**src/hw/rtl/column_melt_wipe_tracker_assert.svh**
```systemverilog
// Assertion macros used by the column melt wipe tracker controller.
`ifndef COLUMN_MELT_WIPE_TRACKER_ASSERT_SVH
`define COLUMN_MELT_WIPE_TRACKER_ASSERT_SVH
`ifndef SYNTH
// Same-cycle implication, checked on clk and disabled while arst_n is low.
`define CMWT_ASSERT_IMP(lbl, pre, post) \
	lbl: assert property (@(posedge clk) disable iff (!arst_n) (pre) |-> (post)) \
		else $error("cmwt assertion failed");
// Next-cycle implication, checked on clk and disabled while arst_n is low.
`define CMWT_ASSERT_NXT(lbl, pre, post) \
	lbl: assert property (@(posedge clk) disable iff (!arst_n) (pre) |=> (post)) \
		else $error("cmwt assertion failed");
`else
`define CMWT_ASSERT_IMP(lbl, pre, post)
`define CMWT_ASSERT_NXT(lbl, pre, post)
`endif
`endif

```
**src/hw/rtl/cmwt_pkg.sv**
```systemverilog
// Shared types and constants of the column melt wipe tracker.
package cmwt_pkg;

	localparam int SCREEN_COLUMNS = 320;
	localparam int SCREEN_ROWS    = 200;

	// fixed field widths
	localparam int KIND_W   = 2;
	localparam int COL_W    = 9;
	localparam int RAND_W   = 8;
	localparam int HEIGHT_W = 8;
	localparam int OUT_W    = 8;

	// offsets reach the larger of the height cap and a full start height,
	// plus headroom for one advance step
	localparam int MAX_OFS = (SCREEN_ROWS > 255) ? SCREEN_ROWS : 255;
	localparam int OFS_W   = $clog2(MAX_OFS + 17) + 1;
	localparam int ADDR_W  = $clog2(SCREEN_COLUMNS);

	typedef logic signed [OFS_W-1:0] ofs_t;
	typedef logic [ADDR_W-1:0]       addr_t;

	typedef enum logic [KIND_W-1:0] {
		KIND_INIT  = 2'd0,
		KIND_TICK  = 2'd1,
		KIND_QUERY = 2'd2,
		KIND_NONE  = 2'd3
	} kind_t;

	typedef enum logic [1:0] {
		ST_IDLE,
		ST_TICK,
		ST_DRAIN,
		ST_QUERY
	} state_t;

	// commands from the controller to the datapath
	typedef struct packed {
		logic load_imm;   // accepted init or unused kind: finish at once
		logic query_rd;   // accepted query: read the column
		logic tick_start; // accepted tick: clear the walk
		logic tick_rd;    // read the next column of the walk
		logic load_query; // load the query result
		logic load_tick;  // load the tick result
	} cmd_t;

	// status from the datapath to the controller
	typedef struct packed {
		logic cnt_last;   // walk is reading its last column
	} stat_t;

endpackage

```
**src/hw/rtl/cmwt_req_if.sv**
```systemverilog
// Request channel: valid, ready and one input item.
interface cmwt_req_if;
	logic                        valid;
	logic                        ready;
	logic [cmwt_pkg::KIND_W-1:0] kind;
	logic [cmwt_pkg::COL_W-1:0]  column;
	logic [cmwt_pkg::RAND_W-1:0] rand_value;

	modport source(output valid, kind, column, rand_value, input ready);
	modport sink(input valid, kind, column, rand_value, output ready);
endinterface

```
**src/hw/rtl/cmwt_rsp_if.sv**
```systemverilog
// Response channel: valid, ready and one result item.
interface cmwt_rsp_if;
	logic                       valid;
	logic                       ready;
	logic [cmwt_pkg::OUT_W-1:0] offset;
	logic                       done_res;
	logic                       in_wipe;

	modport source(output valid, offset, done_res, in_wipe, input ready);
	modport sink(input valid, offset, done_res, in_wipe, output ready);
endinterface

```
**src/hw/rtl/cmwt_ctrl.sv**
```systemverilog
// Controller state machine of the column melt wipe tracker.
`include "column_melt_wipe_tracker_assert.svh"

module cmwt_ctrl (
	input  logic                        clk,
	input  logic                        arst_n,
	input  logic                        req_valid,
	input  logic [cmwt_pkg::KIND_W-1:0] req_kind,
	output logic                        req_ready,
	output logic                        rsp_valid,
	input  logic                        rsp_ready,
	input  cmwt_pkg::stat_t             stat,
	output cmwt_pkg::cmd_t              cmd
);

	cmwt_pkg::state_t state_q, state_d;
	logic             out_v_q, out_v_d;
	logic             accept;

	// hold state and the result flag
	always_ff @(posedge clk or negedge arst_n) begin
		if (!arst_n) begin
			state_q <= cmwt_pkg::ST_IDLE;
			out_v_q <= 1'b0;
		end else begin
			state_q <= state_d;
			out_v_q <= out_v_d;
		end
	end

	// take a beat only when idle and the result slot is free or draining
	assign req_ready = (state_q == cmwt_pkg::ST_IDLE) && (!out_v_q || rsp_ready);
	assign accept    = req_valid && req_ready;
	assign rsp_valid = out_v_q;

	// next state and commands
	always_comb begin
		state_d = state_q;
		cmd     = '0;
		unique case (state_q)
			cmwt_pkg::ST_IDLE: begin
				if (accept) begin
					unique case (cmwt_pkg::kind_t'(req_kind))
						cmwt_pkg::KIND_TICK: begin
							cmd.tick_start = 1'b1;
							state_d        = cmwt_pkg::ST_TICK;
						end
						cmwt_pkg::KIND_QUERY: begin
							cmd.query_rd = 1'b1;
							state_d      = cmwt_pkg::ST_QUERY;
						end
						default: begin
							cmd.load_imm = 1'b1;
						end
					endcase
				end
			end
			cmwt_pkg::ST_TICK: begin
				cmd.tick_rd = 1'b1;
				if (stat.cnt_last) begin
					state_d = cmwt_pkg::ST_DRAIN;
				end
			end
			cmwt_pkg::ST_DRAIN: begin
				cmd.load_tick = 1'b1;
				state_d       = cmwt_pkg::ST_IDLE;
			end
			cmwt_pkg::ST_QUERY: begin
				cmd.load_query = 1'b1;
				state_d        = cmwt_pkg::ST_IDLE;
			end
			default: begin
				state_d = cmwt_pkg::ST_IDLE;
			end
		endcase
	end

	// set the result flag on a load, drop it once the beat is taken
	always_comb begin
		if (cmd.load_imm || cmd.load_query || cmd.load_tick) begin
			out_v_d = 1'b1;
		end else if (rsp_ready) begin
			out_v_d = 1'b0;
		end else begin
			out_v_d = out_v_q;
		end
	end

	`CMWT_ASSERT_NXT(a_tick_walks, accept && (req_kind == cmwt_pkg::KIND_TICK), state_q == cmwt_pkg::ST_TICK)
	`CMWT_ASSERT_NXT(a_drain_loads, state_q == cmwt_pkg::ST_DRAIN, out_v_q)
	`CMWT_ASSERT_IMP(a_slot_free, (state_q == cmwt_pkg::ST_QUERY) || (state_q == cmwt_pkg::ST_DRAIN), !out_v_q)

endmodule

```
**src/hw/rtl/cmwt_dp.sv**
```systemverilog
// Datapath of the column melt wipe tracker: offset store, walk and result.
module cmwt_dp (
	input  logic                          clk,
	input  logic                          arst_n,
	input  cmwt_pkg::cmd_t                cmd,
	output cmwt_pkg::stat_t               stat,
	input  logic [cmwt_pkg::KIND_W-1:0]   req_kind,
	input  logic [cmwt_pkg::COL_W-1:0]    req_column,
	input  logic [cmwt_pkg::RAND_W-1:0]   req_rand,
	input  logic                          cfg_we,
	input  logic [cmwt_pkg::HEIGHT_W-1:0] cfg_wdata,
	output logic [cmwt_pkg::OUT_W-1:0]    rsp_offset,
	output logic                          rsp_done,
	output logic                          rsp_in_wipe
);

	localparam int ADDR_W = cmwt_pkg::ADDR_W;
	localparam cmwt_pkg::addr_t LAST_COL = ADDR_W'(cmwt_pkg::SCREEN_COLUMNS - 1);

	// remainder by three of a byte: base-four digits sum to the same residue
	function automatic logic [1:0] mod3(input logic [cmwt_pkg::RAND_W-1:0] x);
		logic [3:0] s;
		logic [2:0] t;
		logic [2:0] u;
		s = 4'(x[1:0]) + 4'(x[3:2]) + 4'(x[5:4]) + 4'(x[7:6]);
		t = 3'(s[1:0]) + 3'(s[3:2]);
		u = 3'(t[1:0]) + 3'(t[2]);
		if (u >= 3'd3) begin
			u = u - 3'd3;
		end
		return u[1:0];
	endfunction

	// one advance step of a column offset
	function automatic cmwt_pkg::ofs_t advance(input cmwt_pkg::ofs_t v);
		cmwt_pkg::ofs_t dy;
		cmwt_pkg::ofs_t sum;
		cmwt_pkg::ofs_t res;
		dy  = (v < 16) ? v + cmwt_pkg::ofs_t'(1) : cmwt_pkg::ofs_t'(8);
		sum = v + dy;
		if (v < 0) begin
			res = v + cmwt_pkg::ofs_t'(1);
		end else if (v < cmwt_pkg::SCREEN_ROWS) begin
			res = (sum >= cmwt_pkg::SCREEN_ROWS) ?
				cmwt_pkg::ofs_t'(cmwt_pkg::SCREEN_ROWS) : sum;
		end else begin
			res = v;
		end
		return res;
	endfunction

	cmwt_pkg::ofs_t mem_q [cmwt_pkg::SCREEN_COLUMNS];

	logic [cmwt_pkg::HEIGHT_W-1:0] start_q;
	cmwt_pkg::ofs_t                prev_q;
	logic                          wipe_q;
	cmwt_pkg::addr_t               cnt_q;
	logic                          moved_q;

	logic                          tick_v_s1;
	cmwt_pkg::addr_t               addr_s1;
	cmwt_pkg::ofs_t                rd_s1;
	logic                          q_ok_s1;

	logic [ADDR_W+cmwt_pkg::COL_W-1:0] col_ext;
	cmwt_pkg::addr_t                   col_addr;
	logic                              col_ok;
	logic                              is_init;
	logic                              init_we;
	logic                              wipe_next;
	cmwt_pkg::ofs_t                    v_first;
	cmwt_pkg::ofs_t                    v_chain;
	cmwt_pkg::ofs_t                    v_init;
	cmwt_pkg::ofs_t                    v_tick;
	logic                              mv_s1;

	logic                              we;
	cmwt_pkg::addr_t                   waddr;
	cmwt_pkg::ofs_t                    wdata;
	logic                              re;
	cmwt_pkg::addr_t                   raddr;

	// decode the column of the request
	assign col_ext  = {{ADDR_W{1'b0}}, req_column};
	assign col_addr = col_ext[ADDR_W-1:0];
	assign col_ok   = 32'(req_column) < cmwt_pkg::SCREEN_COLUMNS;
	assign is_init  = req_kind == cmwt_pkg::KIND_INIT;
	assign init_we  = cmd.load_imm && is_init && col_ok;

	// init values: column zero from the start height, others chained
	always_comb begin
		v_first = cmwt_pkg::ofs_t'({1'b0, start_q}) - cmwt_pkg::ofs_t'({1'b0, req_rand[3:0]});
		v_chain = prev_q + cmwt_pkg::ofs_t'({1'b0, mod3(req_rand)}) - cmwt_pkg::ofs_t'(1);
		if (v_chain > 0) begin
			v_chain = '0;
		end else if (v_chain == -16) begin
			v_chain = cmwt_pkg::ofs_t'(-15);
		end
		v_init    = (req_column == '0) ? v_first : v_chain;
		wipe_next = (init_we && (req_column == '0)) ? 1'b1 : wipe_q;
	end

	// advance the column read in the previous cycle
	assign v_tick = advance(rd_s1);
	assign mv_s1  = tick_v_s1 && (v_tick != rd_s1);

	// share the single write port and the single read port
	assign we    = init_we || tick_v_s1;
	assign waddr = tick_v_s1 ? addr_s1 : col_addr;
	assign wdata = tick_v_s1 ? v_tick : v_init;
	assign re    = (cmd.query_rd && col_ok) || cmd.tick_rd;
	assign raddr = cmd.tick_rd ? cnt_q : col_addr;

	assign stat.cnt_last = cnt_q == LAST_COL;

	// store write and registered read
	always_ff @(posedge clk) begin
		if (we) begin
			mem_q[waddr] <= wdata;
		end
		if (re) begin
			rd_s1 <= mem_q[raddr];
		end
		if (cmd.tick_rd) begin
			addr_s1 <= cnt_q;
		end
		if (cmd.query_rd) begin
			q_ok_s1 <= col_ok;
		end
	end

	// hold height, chain, flag and walk control
	always_ff @(posedge clk or negedge arst_n) begin
		if (!arst_n) begin
			start_q   <= '0;
			prev_q    <= '0;
			wipe_q    <= 1'b0;
			cnt_q     <= '0;
			moved_q   <= 1'b0;
			tick_v_s1 <= 1'b0;
		end else begin
			if (cfg_we) begin
				start_q <= cfg_wdata;
			end
			if (init_we) begin
				prev_q <= v_init;
			end
			tick_v_s1 <= cmd.tick_rd;
			if (cmd.tick_start) begin
				cnt_q   <= '0;
				moved_q <= 1'b0;
			end else begin
				if (cmd.tick_rd) begin
					cnt_q <= cnt_q + ADDR_W'(1);
				end
				if (mv_s1) begin
					moved_q <= 1'b1;
				end
			end
			if (cmd.load_imm) begin
				wipe_q <= wipe_next;
			end else if (cmd.load_tick && !(moved_q || mv_s1)) begin
				wipe_q <= 1'b0;
			end
		end
	end

	// load the result beat
	always_ff @(posedge clk) begin
		if (cmd.load_imm) begin
			rsp_offset  <= '0;
			rsp_done    <= 1'b0;
			rsp_in_wipe <= wipe_next;
		end else if (cmd.load_query) begin
			if (!q_ok_s1 || (rd_s1 < 0)) begin
				rsp_offset <= '0;
			end else if (rd_s1 > 255) begin
				rsp_offset <= '1;
			end else begin
				rsp_offset <= rd_s1[cmwt_pkg::OUT_W-1:0];
			end
			rsp_done    <= 1'b0;
			rsp_in_wipe <= wipe_q;
		end else if (cmd.load_tick) begin
			rsp_offset  <= '0;
			rsp_done    <= !(moved_q || mv_s1);
			rsp_in_wipe <= (moved_q || mv_s1) ? wipe_q : 1'b0;
		end
	end

endmodule

```
**src/hw/rtl/column_melt_wipe_tracker.sv**
```systemverilog
// Top level of the column melt wipe tracker.
//
//  port   dir  beat contents
//  req    in   kind, column, rand_value
//  rsp    out  offset, done_res, in_wipe
//  cfg    in   start_height write (cfg_we, cfg_wdata)
//
// Init and the unused kind finish at the accepting edge. A query first reads
// the store through its registered read port, then loads the result beat.
// A tick walks every column: it reads one column a cycle through the single
// read port of the offset store and writes it back in the following cycle.
// Reset clears control only; the store is not cleared.
// The request side is not ready while a result beat waits untaken.
module column_melt_wipe_tracker (
	input  logic                          clk,
	input  logic                          arst_n,
	cmwt_req_if.sink                      req,
	cmwt_rsp_if.source                    rsp,
	input  logic                          cfg_we,
	input  logic [cmwt_pkg::HEIGHT_W-1:0] cfg_wdata
);

	cmwt_pkg::cmd_t  cmd;
	cmwt_pkg::stat_t stat;

	cmwt_ctrl u_ctrl (
		.clk       (clk),
		.arst_n    (arst_n),
		.req_valid (req.valid),
		.req_kind  (req.kind),
		.req_ready (req.ready),
		.rsp_valid (rsp.valid),
		.rsp_ready (rsp.ready),
		.stat      (stat),
		.cmd       (cmd)
	);

	cmwt_dp u_dp (
		.clk         (clk),
		.arst_n      (arst_n),
		.cmd         (cmd),
		.stat        (stat),
		.req_kind    (req.kind),
		.req_column  (req.column),
		.req_rand    (req.rand_value),
		.cfg_we      (cfg_we),
		.cfg_wdata   (cfg_wdata),
		.rsp_offset  (rsp.offset),
		.rsp_done    (rsp.done_res),
		.rsp_in_wipe (rsp.in_wipe)
	);

endmodule
```
**src/flat_wrapper.sv**
```systemverilog
// flat-port wrapper written by rule: the top's interface ports become plain ports
module column_melt_wipe_tracker_flat 
  (clk, arst_n, cfg_we, cfg_wdata, req_valid, req_kind, req_column, req_rand_value, req_ready, rsp_valid, rsp_offset, rsp_done_res, rsp_in_wipe, rsp_ready);
  cmwt_req_if req_i ();
  cmwt_rsp_if rsp_i ();
  input  logic clk;
  input  logic arst_n;
  input  logic cfg_we;
  input  logic [cmwt_pkg::HEIGHT_W-1:0] cfg_wdata;
  input wire logic [$bits(req_i.valid)-1:0] req_valid;
  input wire logic [$bits(req_i.kind)-1:0] req_kind;
  input wire logic [$bits(req_i.column)-1:0] req_column;
  input wire logic [$bits(req_i.rand_value)-1:0] req_rand_value;
  output wire logic [$bits(req_i.ready)-1:0] req_ready;
  output wire logic [$bits(rsp_i.valid)-1:0] rsp_valid;
  output wire logic [$bits(rsp_i.offset)-1:0] rsp_offset;
  output wire logic [$bits(rsp_i.done_res)-1:0] rsp_done_res;
  output wire logic [$bits(rsp_i.in_wipe)-1:0] rsp_in_wipe;
  input wire logic [$bits(rsp_i.ready)-1:0] rsp_ready;
  assign req_i.valid = req_valid;
  assign req_i.kind = req_kind;
  assign req_i.column = req_column;
  assign req_i.rand_value = req_rand_value;
  assign req_ready = req_i.ready;
  assign rsp_valid = rsp_i.valid;
  assign rsp_offset = rsp_i.offset;
  assign rsp_done_res = rsp_i.done_res;
  assign rsp_in_wipe = rsp_i.in_wipe;
  assign rsp_i.ready = rsp_ready;
  column_melt_wipe_tracker u_core (.clk(clk), .arst_n(arst_n), .req(req_i), .rsp(rsp_i), .cfg_we(cfg_we), .cfg_wdata(cfg_wdata));
endmodule
```
**config.mk**
```make
export PLATFORM = sky130hd
export DESIGN_NAME = column_melt_wipe_tracker_flat
export DESIGN_NICKNAME = d
export VERILOG_FILES = /design/src/hw/rtl/cmwt_pkg.sv /design/src/hw/rtl/cmwt_req_if.sv /design/src/hw/rtl/cmwt_rsp_if.sv /design/src/hw/rtl/cmwt_ctrl.sv /design/src/hw/rtl/cmwt_dp.sv /design/src/hw/rtl/column_melt_wipe_tracker.sv /design/src/flat_wrapper.sv
export VERILOG_INCLUDE_DIRS = /design/src /design/src/hw/rtl
export SDC_FILE = /design/constraint.sdc
export NUM_CORES = 2
export LEC_CHECK = 0
export BUFFER_PORTS_ARGS = -buffer_cell sky130_fd_sc_hd__buf_2
export CAP_MARGIN = 20
export CORE_MARGIN = 2
export CORE_UTILIZATION = 55
export DETAILED_ROUTE_END_ITERATION = 10
export GPL_TIMING_DRIVEN = 0
export PLACE_DENSITY_LB_ADDON = 0.12
export SYNTH_ARGS = -nofsm -noshare
export SYNTH_HDL_FRONTEND = slang
export SYNTH_SLANG_ARGS = --single-unit
```
**constraint.sdc**
```tcl
create_clock -name clk -period 19.63 [get_ports clk]
set_input_delay 2.9445 -clock clk [delete_from_list [all_inputs] [get_ports clk]]
set_output_delay 2.9445 -clock clk [all_outputs]
set_load 0.01 [all_outputs]
```
==> run_summary.xml <==
<?xml version="1.0" encoding="UTF-8"?>
<metrics>
  <group name="outcome">
    <metric name="run_status" unit="">finished clean</metric>
  </group>
  <group name="cts">
    <metric name="worst_skew_pair.late_latency" unit="ns">0.99</metric>
    <metric name="tritoncts.num_buffers" unit="">344</metric>
    <metric name="clk_pin_slew" unit="ns">0.06</metric>
    <metric name="cts_num_sinks" unit="">3263</metric>
    <metric name="cts_hold_repair.buffers" unit="">0</metric>
    <metric name="htree_num_levels" unit="">5</metric>
    <metric name="post_cts_resized" unit="">0</metric>
    <metric name="cts_tree" unit="">done</metric>
    <metric name="cts-root-to-sink-buffers" unit="">4</metric>
    <metric name="setup_fix_buffers_added_after_clock_tree_synthesis" unit="">0</metric>
    <metric name="cts-root-buf" unit="">sky130_fd_sc_hd__clkbuf_16</metric>
  </group>
  <group name="hold_path">
    <metric name="hold_path_startpoint" unit="">u_core.u_dp.rsp_offset[7]$_SDFFE_PP0P_</metric>
    <metric name="timing.hold.worst.class" unit="">flip-flop to flip-flop</metric>
    <metric name="whs_path_depth" unit="">2</metric>
    <metric name="whs_endpoint" unit="">u_core.u_dp.rsp_offset[7]$_SDFFE_PP0P_</metric>
  </group>
  <group name="synthesis">
    <metric name="synthTopCellsByArea" unit="">sky130_fd_sc_hd__edfxtp_1 (74%), sky130_fd_sc_hd__nand2_1 (7.9%), sky130_fd_sc_hd__nand3_1 (5.5%), sky130_fd_sc_hd__mux2i_1 (1.9%), sky130_fd_sc_hd__a31oi_1 (1.4%)</metric>
    <metric name="mappedNetlistArea" unit="mm2">0.1305</metric>
    <metric name="ys_seq_area_share" unit="%">74.89</metric>
    <metric name="synth_ff_type" unit="">sky130_fd_sc_hd__edfxtp_1</metric>
    <metric name="ys_async_sr_fraction" unit="%">1.011</metric>
    <metric name="synth_largest_area_cell" unit="">sky130_fd_sc_hd__edfxtp_1</metric>
    <metric name="ys_ff_latch" unit="">3263</metric>
    <metric name="syn-instance-count" unit="">9818</metric>
    <metric name="synthesis.area_per_instance" unit="um2">13.29</metric>
    <metric name="synth.distinct_cells" unit="">76</metric>
    <metric name="yosys.area.top_type_share" unit="%">74.12</metric>
    <metric name="yosys_warnings" unit="">0</metric>
    <metric name="synth-edff-count" unit="">3221</metric>
    <metric name="synth.net_count" unit="">9884</metric>
  </group>
  <group name="grt">
    <metric name="grt_antenna_before_repair" unit="">60</metric>
    <metric name="via_count_of_the_first_global_routing_pass" unit="">82120</metric>
    <metric name="globalRouteTotalUtil" unit="%">35.72</metric>
    <metric name="gr-total-overflow" unit="">0</metric>
    <metric name="maximum_number_of_pins_on_one_net_before_global_route_repair" unit="">63</metric>
    <metric name="grt_first_pass_wirelength" unit="um">605700</metric>
  </group>
  <group name="routing">
    <metric name="route.final.wire_length" unit="um">437300</metric>
    <metric name="routed-via-count" unit="">87830</metric>
    <metric name="first_iteration_detailed_routing_drc_count" unit="">13670</metric>
    <metric name="viasPerCell" unit="">6.354</metric>
    <metric name="drtAntennaViolNets" unit="">0</metric>
    <metric name="drt_first_pass_iters" unit="">7</metric>
    <metric name="routed_wire_length_per_instance" unit="um">31.64</metric>
    <metric name="post-route-drc-count" unit="">0</metric>
  </group>
  <group name="die">
    <metric name="initial_utilization" unit="%">55.38</metric>
    <metric name="floorplan.die.height" unit="um">491.1</metric>
    <metric name="placeableCoreArea" unit="mm2">0.2356</metric>
    <metric name="chipWidth" unit="um">491.1</metric>
    <metric name="num_rows" unit="">178</metric>
    <metric name="floorplan.die_area" unit="mm2">0.2412</metric>
    <metric name="num_io_pins" unit="">44</metric>
  </group>
  <group name="run">
    <metric name="max_cap_violations" unit="">0</metric>
  </group>
  <group name="timing">
    <metric name="post-route-min-period" unit="ns">11.01</metric>
    <metric name="finalCritPeriodShare" unit="%">56.11</metric>
    <metric name="tightestPinTransition" unit="ns">1.347</metric>
    <metric name="fmax" unit="GHz">0.09080</metric>
    <metric name="setup_tns" unit="ns">0</metric>
    <metric name="report.final.hold_viol_count" unit="">0</metric>
    <metric name="fin_worst_skew" unit="ns">0.04441</metric>
    <metric name="timing.final.setup_violations" unit="">0</metric>
    <metric name="setup_repair_after_global_routing_missed_its_margin" unit="">false</metric>
    <metric name="relSlewSlack" unit="%">9.751</metric>
    <metric name="timing.final.max_slew_violations" unit="">0</metric>
  </group>
  <group name="setup_path">
    <metric name="critical-path-max-stage-delay" unit="ns">0.84</metric>
    <metric name="worstPathArrival" unit="ns">11.79</metric>
    <metric name="maximum_fanout_along_the_worst_path" unit="">62</metric>
    <metric name="required" unit="ns">20.41</metric>
    <metric name="launching_element_type_of_the_critical_path" unit="">input pin</metric>
    <metric name="crit_path_top_delay_cell" unit="">sky130_fd_sc_hd__o22a_4</metric>
    <metric name="rr_startpoint" unit="">u_core.u_ctrl.state_q[1]$_DFFE_PN0P_</metric>
    <metric name="setup.worst_path.end_class" unit="">flip-flop</metric>
    <metric name="reg2regPathDepth" unit="">13</metric>
    <metric name="rrSetupSlack" unit="ns">12.78</metric>
    <metric name="worstSetupPathType" unit="">input pin to flip-flop</metric>
    <metric name="rr_endpoint" unit="">u_core.u_dp.rd_s1[3]$_DFFE_PP_</metric>
  </group>
  <group name="placement">
    <metric name="number_of_port_buffers" unit="">42</metric>
    <metric name="routabilityCongestion" unit="">0.9906</metric>
    <metric name="dp_hpwl" unit="um">312000</metric>
  </group>
  <group name="final_layout">
    <metric name="fin_nets" unit="">10440</metric>
    <metric name="drive_above_1_share" unit="%">10.06</metric>
    <metric name="commonest_non_fill_non_tap_cell_in_the_layout" unit="">sky130_fd_sc_hd__edfxtp_1</metric>
    <metric name="most_used_cells_in_the_layout_excluding_fill_and_tap_cells" unit="">sky130_fd_sc_hd__edfxtp_1 (3,221), sky130_fd_sc_hd__nand2_1 (2,730), sky130_fd_sc_hd__nand3_1 (1,418)</metric>
    <metric name="syn2layout_area_growth" unit="%">14.34</metric>
  </group>
  <group name="pwr">
    <metric name="total_power" unit="mW">32.10</metric>
    <metric name="p_leak" unit="nW">50.63</metric>
    <metric name="worst_vdd_rail_ir_drop" unit="mV">0.5825</metric>
    <metric name="power_per_cell_area" unit="mW/mm2">215.1</metric>
  </group>
</metrics>
[synth_stat cells (all sizes together), types with 13 or more instances]
cell	n
dfrtp	33
mux2i	246
mux4	40
ha	26
nor4	42
a32oi	201
clkbuf	331
nand4	80
a31oi	298
inv	56
a31o	32
a22oi	42
nand3	1427
nor3	14
mux2	13
edfxtp	3221
xnor2	16
buf	296
o21ai	37
nor2	404
nand2	2730
a21oi	63
nand2b	20
or3	17
[worst max-delay path by stage]
stage / from / end / slack (ns) / cells past startpoint
2_1_floorplan: req_rand_value[1] / u_core.u_dp.mem_q[0][6]$_DFFE_PP_ / 0.04 / 28
3_3_place_gp: u_core.u_dp.rd_s1[8]$_DFFE_PP_ / u_core.u_dp.mem_q[72][7]$_DFFE_PP_ / -21.82 / 13
3_5_place_dp: req_rand_value[1] / u_core.u_dp.mem_q[90][3]$_DFFE_PP_ / 7.66 / 33
4_1_cts: req_rand_value[1] / u_core.u_dp.mem_q[93][3]$_DFFE_PP_ / 8.63 / 33
5_1_grt: req_rand_value[1] / u_core.u_dp.mem_q[92][3]$_DFFE_PP_ / 7.96 / 33
6_report: req_rand_value[1] / u_core.u_dp.mem_q[94][3]$_DFFE_PP_ / 8.62 / 33
[layer usage]
metal / vias up / track usage, % / part of all wire, %
li1: 37420 / - / -
met1: 43600 / 49.02 / 38
met2: 5777 / 52.94 / 44
met3: 1006 / 8.688 / 12
met4: 28 / 19.53 / 6.2
met5: - / 0 / 0.039
[layout make-up]
| class | instances | area (um2) |
|---|---|---|
| multi-input combinational | 5871 | 30100 |
| tap | 3150 | 3941 |
| inverter | 57 | 214.0 |
| antenna | 44 | 110.1 |
| clock inverter | 167 | 1563 |
| fill | 17880 | 86410 |
| timing repair buffer | 213 | 3677 |
| buffer | 627 | 2771 |
| sequential | 3263 | 97730 |
| clock buffer | 432 | 9117 |
[flip-flops by register name (all words and copies together), names as in the netlist, 2 cells and up]
signal / cells
u_core.u_dp.mem_q: 3200
u_core.u_dp.prev_q: 10
u_core.u_dp.rd_s1: 10
u_core.u_dp.addr_s1: 9
u_core.u_dp.cnt_q: 9
u_core.u_dp.rsp_offset: 8
u_core.u_dp.start_q: 8
u_core.u_ctrl.state_q: 2
[cell families after synthesis]
logic type | after synthesis | synth area share [%]
buf+inv | 684 | 2.266
fa+ha+maj | 34 | 0.3720
mux | 299 | 2.695
xor+xnor | 26 | 0.1745
flops | 3263 | 74.89
compound gates | 745 | 4.113
simple gates | 4767 | 15.49
[where the power goes]
part	internal, mW	switching [mW]	total (mW)
Combinational	3.58	10.4	13.9
Clock	3.67	2.65	6.32
Sequential	11.8	0.0565	11.8
Total	19.0	13.1	32.1
[worst max-delay path, delay by kind of cell]
family	cells	cell delay [ns]
multiplexers	1	0.40
AO/OA/AOI/OAI	8	2.37
buffers and inverters	11	1.65
AND/OR/NAND/NOR	2	0.32
adder cells (fa/ha/maj)	11	3.91
[per-stage QoR]
stage          std cells  hold slack (ns)  setup slack (ns)  util [%]  cell area, um2
4_1_cts            13770           0.4724             8.633     63.23          149000
3_5_place_dp       13170           0.4645             7.658     58.70          138300
6_report           13820           0.4734             8.616     63.33          149200
5_1_grt            13790           0.4811             7.958     63.29          149100
3_3_place_gp       13010           0.4387            -21.82     57.15          134700
2_1_floorplan       9818           0.4417           0.04246         -          130500
Note: power is estimated with default switching activity, not from simulation.
